===== config.mk =====
export PLATFORM = sky130hd
export DESIGN_NAME = dual_mode_pid_controller
export DESIGN_NICKNAME = d
export VERILOG_FILES = /design/src/dmpid_pkg.sv /design/src/dual_mode_pid_controller.sv
export SDC_FILE = /design/constraint.sdc
export NUM_CORES = 1
export LEC_CHECK = 0
export ABC_AREA = 0
export BUFFER_PORTS_ARGS = -buffer_cell sky130_fd_sc_hd__buf_4
export CORE_MARGIN = 2
export CORE_UTILIZATION = 35
export DETAILED_ROUTE_END_ITERATION = 8
export PLACE_DENSITY_LB_ADDON = 0.3
export SYNTH_ARGS = -nofsm -noshare
export SYNTH_HDL_FRONTEND = slang
export SYNTH_SLANG_ARGS = --single-unit

===== constraint.sdc =====
create_clock -name clk -period 11.7 [get_ports clk]
set_input_delay 1.755 -clock clk [delete_from_list [all_inputs] [get_ports clk]]
set_output_delay 1.755 -clock clk [all_outputs]
set_load 0.05 [all_outputs]

===== src/dmpid_pkg.sv =====
// Package with shared widths, constants and register indexes of the dual-mode PID controller.
`default_nettype none

package dmpid_pkg;

    localparam int ERR_W = 17;
    localparam int DE_W = 18;
    localparam int DD_W = 19;
    localparam int MULT_W = 17;
    localparam int CNT_W = 5;
    localparam int MIX_W = 52;
    localparam int FD_W = 35;
    localparam int ALPHA_SHIFT = 16;
    localparam int CFG_DATA_W = 17;
    localparam int CFG_INDEX_W = 3;

    localparam logic [MULT_W-1:0] ALPHA_ONE = 17'h10000;

    localparam logic [CFG_INDEX_W-1:0] REG_MODE = 3'd0;
    localparam logic [CFG_INDEX_W-1:0] REG_KP_GAIN = 3'd1;
    localparam logic [CFG_INDEX_W-1:0] REG_KI_GAIN = 3'd2;
    localparam logic [CFG_INDEX_W-1:0] REG_KD_GAIN = 3'd3;
    localparam logic [CFG_INDEX_W-1:0] REG_DERIV_ALPHA = 3'd4;
    localparam logic [CFG_INDEX_W-1:0] REG_INTEGRAL_LIMIT = 3'd5;
    localparam logic [CFG_INDEX_W-1:0] REG_OUT_MAX = 3'd6;
    localparam logic [CFG_INDEX_W-1:0] REG_OUT_MIN = 3'd7;

    localparam logic MODE_POSITIONAL = 1'b0;

endpackage

`default_nettype wire


===== src/dual_mode_pid_controller.sv =====
// Top level of the dual-mode PID controller with a bit-serial multiply-accumulate sequencer.
`default_nettype none

// Each transaction on the input channel carries a setpoint and a measurement and yields one
// drive value. All products go through a single shift-and-add multiplier that consumes one
// multiplier bit per cycle. In positional mode five multiplies are needed and in incremental
// mode three; the next transaction is accepted only once the sequencer is back in idle.
// A finished result waits in an output register while the next transaction is accepted;
// only a second result that cannot be handed over holds the sequencer.
module dual_mode_pid_controller
    import dmpid_pkg::*;
#(
    parameter int FRACTION_BITS = 8
)
(
    input  wire logic                    clk,
    input  wire logic                    rst_n,
    input  wire logic                    cfg_write,
    input  wire logic [CFG_INDEX_W-1:0]  cfg_index,
    input  wire logic [CFG_DATA_W-1:0]   cfg_data,
    input  wire logic                    in_valid,
    output logic                         in_ready,
    input  wire logic signed [15:0]      target,
    input  wire logic signed [15:0]      measured,
    output logic                         out_valid,
    input  wire logic                    out_ready,
    output logic signed [15:0]           drive
);

    localparam int OA_W = 16 + FRACTION_BITS;

    typedef enum logic [3:0] {
        S_IDLE,
        S_MAC,
        S_P_INT,
        S_P_ICLAMP,
        S_P_DPROD,
        S_P_DMIX1,
        S_P_DMIX2,
        S_P_DSTORE,
        S_I_START,
        S_I_SECOND,
        S_I_THIRD,
        S_OCLAMP
    } state_t;

    logic                     mode_reg;
    logic [15:0]              kp_reg;
    logic [15:0]              ki_reg;
    logic [15:0]              kd_reg;
    logic [MULT_W-1:0]        alpha_reg;
    logic [14:0]              ilim_reg;
    logic signed [15:0]       out_max_reg;
    logic signed [15:0]       out_min_reg;

    state_t                   state_reg;
    state_t                   ret_reg;
    logic [CNT_W-1:0]         cnt_reg;
    logic [MULT_W-1:0]        mult_reg;
    logic signed [MIX_W-1:0]  mcand_reg;
    logic signed [MIX_W-1:0]  acc_reg;

    logic signed [ERR_W-1:0]  e0_reg;
    logic signed [ERR_W-1:0]  e1_reg;
    logic signed [ERR_W-1:0]  e2_reg;
    logic signed [DE_W-1:0]   de_reg;
    logic signed [DD_W-1:0]   dd_reg;
    logic signed [OA_W-1:0]   integ_reg;
    logic signed [FD_W-1:0]   fd_reg;
    logic signed [OA_W-1:0]   oa_reg;
    logic                     out_valid_reg;
    logic signed [15:0]       drive_reg;

    logic signed [ERR_W-1:0]  e0_calc;
    logic [MULT_W-1:0]        alpha_sat;
    logic [MULT_W-1:0]        alpha_inv;
    logic signed [MIX_W-1:0]  lim_pos;
    logic signed [MIX_W-1:0]  lim_neg;
    logic signed [MIX_W-1:0]  integ_hi;
    logic signed [MIX_W-1:0]  integ_clamp;
    logic signed [MIX_W-1:0]  out_hi;
    logic signed [MIX_W-1:0]  out_lo;
    logic signed [MIX_W-1:0]  out_step;
    logic signed [MIX_W-1:0]  out_clamp;
    logic signed [MIX_W-1:0]  acc_mac;

    assign e0_calc = ERR_W'(target) - ERR_W'(measured);
    assign alpha_sat = (alpha_reg > ALPHA_ONE) ? ALPHA_ONE : alpha_reg;
    assign alpha_inv = ALPHA_ONE - alpha_sat;

    assign lim_pos = MIX_W'(signed'({1'b0, ilim_reg})) <<< FRACTION_BITS;
    assign lim_neg = -lim_pos;
    assign integ_hi = (acc_reg >= lim_pos) ? lim_pos : acc_reg;
    assign integ_clamp = (integ_hi <= lim_neg) ? lim_neg : integ_hi;

    assign out_hi = MIX_W'(out_max_reg) <<< FRACTION_BITS;
    assign out_lo = MIX_W'(out_min_reg) <<< FRACTION_BITS;
    assign out_step = (acc_reg >= out_hi) ? out_hi : acc_reg;
    assign out_clamp = (out_step <= out_lo) ? out_lo : out_step;

    assign acc_mac = mult_reg[0] ? (acc_reg + mcand_reg) : acc_reg;

    assign in_ready = (state_reg == S_IDLE);
    assign out_valid = out_valid_reg;
    assign drive = drive_reg;

    always_ff @(posedge clk or negedge rst_n)
    begin
        if (!rst_n)
        begin
            mode_reg <= MODE_POSITIONAL;
            kp_reg <= 16'd1280;
            ki_reg <= 16'd512;
            kd_reg <= 16'd0;
            alpha_reg <= '0;
            ilim_reg <= 15'd1500;
            out_max_reg <= 16'sd2000;
            out_min_reg <= -16'sd2000;
        end
        else if (cfg_write)
        begin
            case (cfg_index)
                REG_MODE:           mode_reg <= cfg_data[0];
                REG_KP_GAIN:        kp_reg <= cfg_data[15:0];
                REG_KI_GAIN:        ki_reg <= cfg_data[15:0];
                REG_KD_GAIN:        kd_reg <= cfg_data[15:0];
                REG_DERIV_ALPHA:    alpha_reg <= cfg_data;
                REG_INTEGRAL_LIMIT: ilim_reg <= cfg_data[14:0];
                REG_OUT_MAX:        out_max_reg <= signed'(cfg_data[15:0]);
                REG_OUT_MIN:        out_min_reg <= signed'(cfg_data[15:0]);
                default:            mode_reg <= mode_reg;
            endcase
        end
    end

    always_ff @(posedge clk or negedge rst_n)
    begin
        if (!rst_n)
        begin
            state_reg <= S_IDLE;
            ret_reg <= S_IDLE;
            cnt_reg <= '0;
            mult_reg <= '0;
            mcand_reg <= '0;
            acc_reg <= '0;
            out_valid_reg <= 1'b0;
            e0_reg <= '0;
            e1_reg <= '0;
            e2_reg <= '0;
            de_reg <= '0;
            dd_reg <= '0;
            integ_reg <= '0;
            fd_reg <= '0;
            oa_reg <= '0;
            drive_reg <= '0;
        end
        else
        begin
            if (state_reg == S_OCLAMP && (!out_valid_reg || out_ready))
            begin
                out_valid_reg <= 1'b1;
            end
            else if (out_ready)
            begin
                out_valid_reg <= 1'b0;
            end
            case (state_reg)
                S_IDLE:
                begin
                    if (in_valid)
                    begin
                        e0_reg <= e0_calc;
                        de_reg <= DE_W'(e0_calc) - DE_W'(e1_reg);
                        dd_reg <= DD_W'(e0_calc) - (DD_W'(e1_reg) <<< 1) + DD_W'(e2_reg);
                        e1_reg <= e0_calc;
                        e2_reg <= e1_reg;
                        state_reg <= (mode_reg == MODE_POSITIONAL) ? S_P_INT : S_I_START;
                    end
                end
                S_MAC:
                begin
                    acc_reg <= acc_mac;
                    mcand_reg <= mcand_reg <<< 1;
                    mult_reg <= mult_reg >> 1;
                    cnt_reg <= cnt_reg - CNT_W'(1);
                    if (cnt_reg == '0)
                    begin
                        state_reg <= ret_reg;
                    end
                end
                S_P_INT:
                begin
                    acc_reg <= MIX_W'(integ_reg);
                    mult_reg <= MULT_W'(ki_reg);
                    mcand_reg <= MIX_W'(e0_reg);
                    cnt_reg <= CNT_W'(MULT_W - 1);
                    ret_reg <= S_P_ICLAMP;
                    state_reg <= S_MAC;
                end
                S_P_ICLAMP:
                begin
                    integ_reg <= integ_clamp[OA_W-1:0];
                    state_reg <= S_P_DPROD;
                end
                S_P_DPROD:
                begin
                    acc_reg <= '0;
                    mult_reg <= MULT_W'(kd_reg);
                    mcand_reg <= MIX_W'(de_reg);
                    cnt_reg <= CNT_W'(MULT_W - 1);
                    ret_reg <= S_P_DMIX1;
                    state_reg <= S_MAC;
                end
                S_P_DMIX1:
                begin
                    acc_reg <= '0;
                    mult_reg <= alpha_inv;
                    mcand_reg <= acc_reg;
                    cnt_reg <= CNT_W'(MULT_W - 1);
                    ret_reg <= S_P_DMIX2;
                    state_reg <= S_MAC;
                end
                S_P_DMIX2:
                begin
                    mult_reg <= alpha_sat;
                    mcand_reg <= MIX_W'(fd_reg);
                    cnt_reg <= CNT_W'(MULT_W - 1);
                    ret_reg <= S_P_DSTORE;
                    state_reg <= S_MAC;
                end
                S_P_DSTORE:
                begin
                    fd_reg <= acc_reg[ALPHA_SHIFT +: FD_W];
                    acc_reg <= MIX_W'(integ_reg)
                        + MIX_W'(signed'(acc_reg[ALPHA_SHIFT +: FD_W]));
                    mult_reg <= MULT_W'(kp_reg);
                    mcand_reg <= MIX_W'(e0_reg);
                    cnt_reg <= CNT_W'(MULT_W - 1);
                    ret_reg <= S_OCLAMP;
                    state_reg <= S_MAC;
                end
                S_I_START:
                begin
                    acc_reg <= MIX_W'(oa_reg);
                    mult_reg <= MULT_W'(kp_reg);
                    mcand_reg <= MIX_W'(de_reg);
                    cnt_reg <= CNT_W'(MULT_W - 1);
                    ret_reg <= S_I_SECOND;
                    state_reg <= S_MAC;
                end
                S_I_SECOND:
                begin
                    mult_reg <= MULT_W'(ki_reg);
                    mcand_reg <= MIX_W'(e0_reg);
                    cnt_reg <= CNT_W'(MULT_W - 1);
                    ret_reg <= S_I_THIRD;
                    state_reg <= S_MAC;
                end
                S_I_THIRD:
                begin
                    mult_reg <= MULT_W'(kd_reg);
                    mcand_reg <= MIX_W'(dd_reg);
                    cnt_reg <= CNT_W'(MULT_W - 1);
                    ret_reg <= S_OCLAMP;
                    state_reg <= S_MAC;
                end
                S_OCLAMP:
                begin
                    if (!out_valid_reg || out_ready)
                    begin
                        oa_reg <= out_clamp[OA_W-1:0];
                        drive_reg <= out_clamp[FRACTION_BITS +: 16];
                        state_reg <= S_IDLE;
                    end
                end
                default:
                begin
                    state_reg <= S_IDLE;
                end
            endcase
        end
    end

    // A new result appears only when the output clamp step completes.
    assert property (@(posedge clk) disable iff (!rst_n)
        $rose(out_valid_reg) |-> $past(state_reg) == S_OCLAMP)
    else $error("result raised outside the output clamp step");

    // The incremental mode never touches the integral or the filtered derivative.
    assert property (@(posedge clk) disable iff (!rst_n)
        (state_reg != S_IDLE && mode_reg != MODE_POSITIONAL) |=>
            ($stable(integ_reg) && $stable(fd_reg)))
    else $error("positional state changed during an incremental transaction");

    // The multiplier always hands control back after its last bit.
    assert property (@(posedge clk) disable iff (!rst_n)
        (state_reg == S_MAC && cnt_reg == '0) |=> (state_reg != S_MAC && state_reg != S_IDLE))
    else $error("multiplier did not return to its caller");

endmodule

`default_nettype wire

Word level (Yosys, flattened, before mapping)
Index checks and enable logic that the tools add are counted.
- flip-flop bits (word level): 418
- word-level logic and storage cells: 109
- $add $sub $neg: 9
- order comparisons: 5
- equality and inequality tests: 22
- multiplexer cells: 18
- reductions and logical operators: 32
- operators by type and width (operator ; count):
    one-hot mux 52 bit (6 select lines) ; 1
    one-hot mux 52 bit (5 select lines) ; 1
    2-to-1 mux 52 bit ; 3
    greater-or-equal comparator 52 x 24 -> 1 bit ; 2
    one-hot mux 17 bit (6 select lines) ; 1
    adder 52 bit ; 1
    less-or-equal comparator 52 x 24 -> 1 bit ; 1
    less-or-equal comparator 52 bit ; 1
    negation 23 -> 52 bit ; 1
    2-to-1 mux 24 bit ; 2
    adder 24 x 35 -> 36 bit ; 1
    one-hot mux 4 bit (7 select lines) ; 1
    AND reduction 2 bit ; 11
    one-hot mux 4 bit (5 select lines) ; 1
    adder 19 x 17 -> 19 bit ; 1
    subtractor 17 x 18 -> 19 bit ; 1
    subtractor 17 x 17 -> 18 bit ; 1
    > comparator 17 bit (second input constant) ; 1
    2-to-1 mux 17 bit ; 1
    subtractor 16 x 16 -> 17 bit ; 1
    subtractor 17 bit (first input constant) ; 1
    equality test 4 x 3 -> 1 bit (second input constant) ; 4
    equality test 4 bit (second input constant) ; 4
    2-to-1 mux 4 bit ; 4
    24 further kinds ; 39

Depth between registers and ports, before layout
- depth after elaboration: 4
- gate-level depth with buffers: 26
- mapped depth without buffers: 22

Worst setup path before layout
Ideal clock, no wire load.
- path kind: input to register
- start: input target[0]
- end: register dd_reg[17]
- data arrival time: 5.810 ns
- required time: 11.567 ns
- path slack: 5.757 ns
- stages on the path: 21
- path buffers: 0
- cell sequence: inv_1 > ha_1 > inv_1 > fa_1 > a21o_1 > a21oi_1 > o21bai_1 > a21oi_1 > o21bai_1 > a41o_1 > o41ai_1 > o211a_1 > xnor2_1 > fa_1 > ha_1 > or2_2 > a21oi_1 > a21oi_1 > a21oi_1 > xor2_1 > o21ai_0
- cells in the longest elaborated chain, start to end: 3
- RTL lines (item ; line ; RTL):
    start, declared ; dual_mode_pid_controller.sv:23 ; input wire logic signed [15:0] target,
    subtractor 16 x 16 -> 17 bit ; dual_mode_pid_controller.sv:87 ; assign e0_calc = ERR_W'(target) - ERR_W'(measured);
    net e0_calc[14] ; dual_mode_pid_controller.sv:74 ; logic signed [ERR_W-1:0] e0_calc;
    subtractor 17 x 18 -> 19 bit ; dual_mode_pid_controller.sv:174 ; dd_reg <= DD_W'(e0_calc) - (DD_W'(e1_reg) <<< 1) + DD_W'(e2_reg);
    adder 19 x 17 -> 19 bit ; dual_mode_pid_controller.sv:174 ;
    end signal, assigned ; dual_mode_pid_controller.sv:174 ;
    end, declared ; dual_mode_pid_controller.sv:67 ; logic signed [DD_W-1:0] dd_reg;
The timed path passes the listed nets, and every way through them passes these cells.
A chain may end at the register's enable or synchronous reset.

Worst setup path in the final report
- start: register out_max_reg[15]
- end: register oa_reg[1]
- cells in the longest elaborated chain, start to end: 4
- RTL lines (item ; line ; RTL):
    start, declared ; dual_mode_pid_controller.sv:53 ; logic signed [15:0] out_max_reg;
    start signal, assigned ; dual_mode_pid_controller.sv:129 ; REG_OUT_MAX: out_max_reg <= signed'(cfg_data[15:0]);
    greater-or-equal comparator 52 x 24 -> 1 bit ; dual_mode_pid_controller.sv:98 ; assign out_step = (acc_reg >= out_hi) ? out_hi : acc_reg;
    2-to-1 mux 52 bit * ; dual_mode_pid_controller.sv:98 ;
    less-or-equal comparator 52 x 24 -> 1 bit ; dual_mode_pid_controller.sv:99 ; assign out_clamp = (out_step <= out_lo) ? out_lo : out_step;
    2-to-1 mux 24 bit * ; dual_mode_pid_controller.sv:99 ;
    end signal, assigned ; dual_mode_pid_controller.sv:271 ; oa_reg <= out_clamp[OA_W-1:0];
    end, declared ; dual_mode_pid_controller.sv:70 ; logic signed [OA_W-1:0] oa_reg;
Every way passes the cells marked *; elsewhere a longest branch is shown, timed or not.

==> results.cfg <==
[outcome]
status = complete, no violations

[clock_network]
cts_buffer_depth = 3
numClockSinks = 402
post_cts.resized_instances = 0
clk_latency_ns = 0.62
ctsHoldBuffers = 0
cts_tree = yes
numCtsBuffers = 50
clockRootBuffer = clkbuf_16
h-tree-depth = 2
post_cts_buffers = 0
path_clk_slew_ns = 0.06

[logic_synthesis]
netlist_top_cells_area = dfrtp_1 32%, ha_1 12%, nand2_1 6.0%, mux2_2 5.6%, o21ai_0 3.5%
synth_nets = 3700
synth_xor_area_share_pct = 3.58
syn_area_sq_um = 29800
syn_area_per_cell_sq_um = 8.95
yosys_warnings = 0
syn_inst = 3333
yosysUniqueCellTypes = 97
synth-main-ff-cell = dfrtp_1
synth_edf_count = 0
synth_compound_area_share_pct = 22.7
synth-async-reset-ratio_pct = 100
synth_top_area_share_pct = 31.8
yosys.cell_count.top_type = nand2_1
synth_commonest_cells = 475 x nand2_1, 379 x dfrtp_1, 289 x ha_1
synth-adder-area-share_pct = 13.5
ys_seq_area_share_pct = 33.8
muxShareOfSynthArea_pct = 5.95
yosys.area_share.simple_pct = 16.1
ys_ff_latch = 402
yosys.area.top_type = dfrtp_1
synth_top_family_by_area = compound AO/OA/AOI/OAI gates

[worst_setup_path]
crit_fanout = 32
critPathSlowestCell = inv_1
cp_common_cell = a21o_1
critPathKind = reg2reg
path_cells = inv_1, ha_1, a21o_1, a21o_1, a21o_1, a211o_1, a21oi_2, o2111a_1, nor3_2, buf_4, a21o_1, ha_1, nand4_1, or2_2, or3_1, nor3_1, o21ai_0, and4_1, nor3_4, buf_4, nand2_1, o31ai_1
start_kind = register
worstPathArrival_ns = 7.25
crit_path_max_incr_delay_ns = 0.75
cp.required_ns = 12.22
setup.worst_path.end_class = register

[routing]
wl_um = 92900
vias = 25645
wl_per_cell_um = 20.5
drc_errors = 0
drt_first_iter_violations = 2072
drtAntennaViolNets = 0
dr.pass1.iters = 6
via_per_inst = 5.67

[worst_hold_path]
hold_path.class = reg2reg

[sta]
slew_headroom_pct = 22.2
tightest_slew_ns = 1.16
fin_tns_setup_ns = 0
holdWs_ns = 0.475
min_period_ns = 6.73
slew_violations = 0
worst_slack_ns = 4.97
max_freq_ghz = 0.149
setup_viol = 0
rsz0062_at_grt = no
report.final.hold_viol_count = 0
fin_crit_sh_pct = 57.5
final.setup_skew_ns = 0.0389

[final_layout]
fin_nets = 3709
fin_area_sq_um = 33300
n_antenna_cell = 0
layout-drive-gt1-share_pct = 13.5
area_growth_pct = 11.6

[floorplan]
start_util_pct = 35.2
die_h_um = 296
num_io_pins = 75
die_area_sq_um = 87600
die_w_um = 296
coreArea_sq_um = 84700
rows = 107

[global_route]
grt_pass1_wl_um = 147000
grt_max_degree = 151
grt_pass1_vias = 25173
grt_usage_pct = 21.3
overflow = 0
antenna_found_initial = 3

[place]
io_buffers = 74
dpl-instance-area_sq_um = 31600
place_ws_ns = 5.00
dp_hpwl_um = 66000
gp_congestion = 0.895

[run]
drv_cap = 0
-- stage by stage --
step	cells	utilization [%]
2_1_floorplan	3333	-
3_3_place_gp	4434	37.3
3_5_place_dp	4434	37.3
4_1_cts	4523	39.3
5_1_grt	4523	39.3
6_report	4523	39.3
-- layout by cell type, fill, tap and decap left out, types with 36 or more instances in the layout --
cell type	count
nor2_1	177
xnor2_1	82
buf_4	125
nor3_1	42
nand2b_1	37
and3_1	38
xor2_1	40
a211oi_1	48
mux2_2	147
a21o_1	126
a31oi_1	97
nand4_1	42
ha_1	289
o21ai_0	206
clkbuf_16	51
nand2_1	472
inv_1	137
a222oi_1	40
o21a_1	37
nand3_1	36
dfrtp_1	379
a21oi_1	197
-- worst paths after layout --
kind	from	to	slack (ns)	depth (start not counted)
max	out_max_reg[15]$_DFFE_PN0P_	oa_reg[1]$_DFFE_PN0P_	4.97	22
min	fd_reg[34]$_DFFE_PN0P_	fd_reg[34]$_DFFE_PN0P_	0.48	2
max reg2reg	out_max_reg[15]$_DFFE_PN0P_	oa_reg[1]$_DFFE_PN0P_	4.97	22
min reg2reg	fd_reg[34]$_DFFE_PN0P_	fd_reg[34]$_DFFE_PN0P_	0.48	2
max in group asynchronous	rst_n	mult_reg[9]$_DFFE_PN0P_	8.57	3
min in group asynchronous	rst_n	mcand_reg[42]$_DFFE_PN0P_	1.13	1
-- worst max-delay path: cells and delay by family (launching register included) --
kind	cells	cell delay, ns
fa+ha+maj	2	0.73
buf+inv	3	1.37
compound gates	9	2.23
flops	1	0.37
simple gates	8	1.88
-- area by class of cell --
type / count / area, sq um
Clock buffer: 73 / 1460
Clock inverter: 16 / 236
Fill cell: 8488 / 51500
Inverter: 138 / 518
Multi-Input combinational cell: 2623 / 18600
Sequential cell: 402 / 10100
Tap cell: 1144 / 1430
Timing Repair Buffer: 127 / 973
-- metal layers --
metal | global-route usage [%] | part of all wire, %
met4 | 6.51 | 3.2
met2 | 35.3 | 47
met3 | 2.44 | 4.5
met5 | 0 | 0.012
met1 | 29.0 | 46
-- cells by family (layout without fill, tap and decap cells) --
logic type / after synthesis / in the layout
AOI/OAI and AO/OA: 1005 / 1005
xor gates and xnor gates: 122 / 122
adders and majority gates: 310 / 310
buffers and inverters: 308 / 354
DFF: 402 / 402
muxes: 159 / 159
and+or+nand+nor: 1027 / 1027
Power is left out: the tool's default activity adds up to more than one toggle a clock period on the data nets, which glitch-free logic cannot reach.
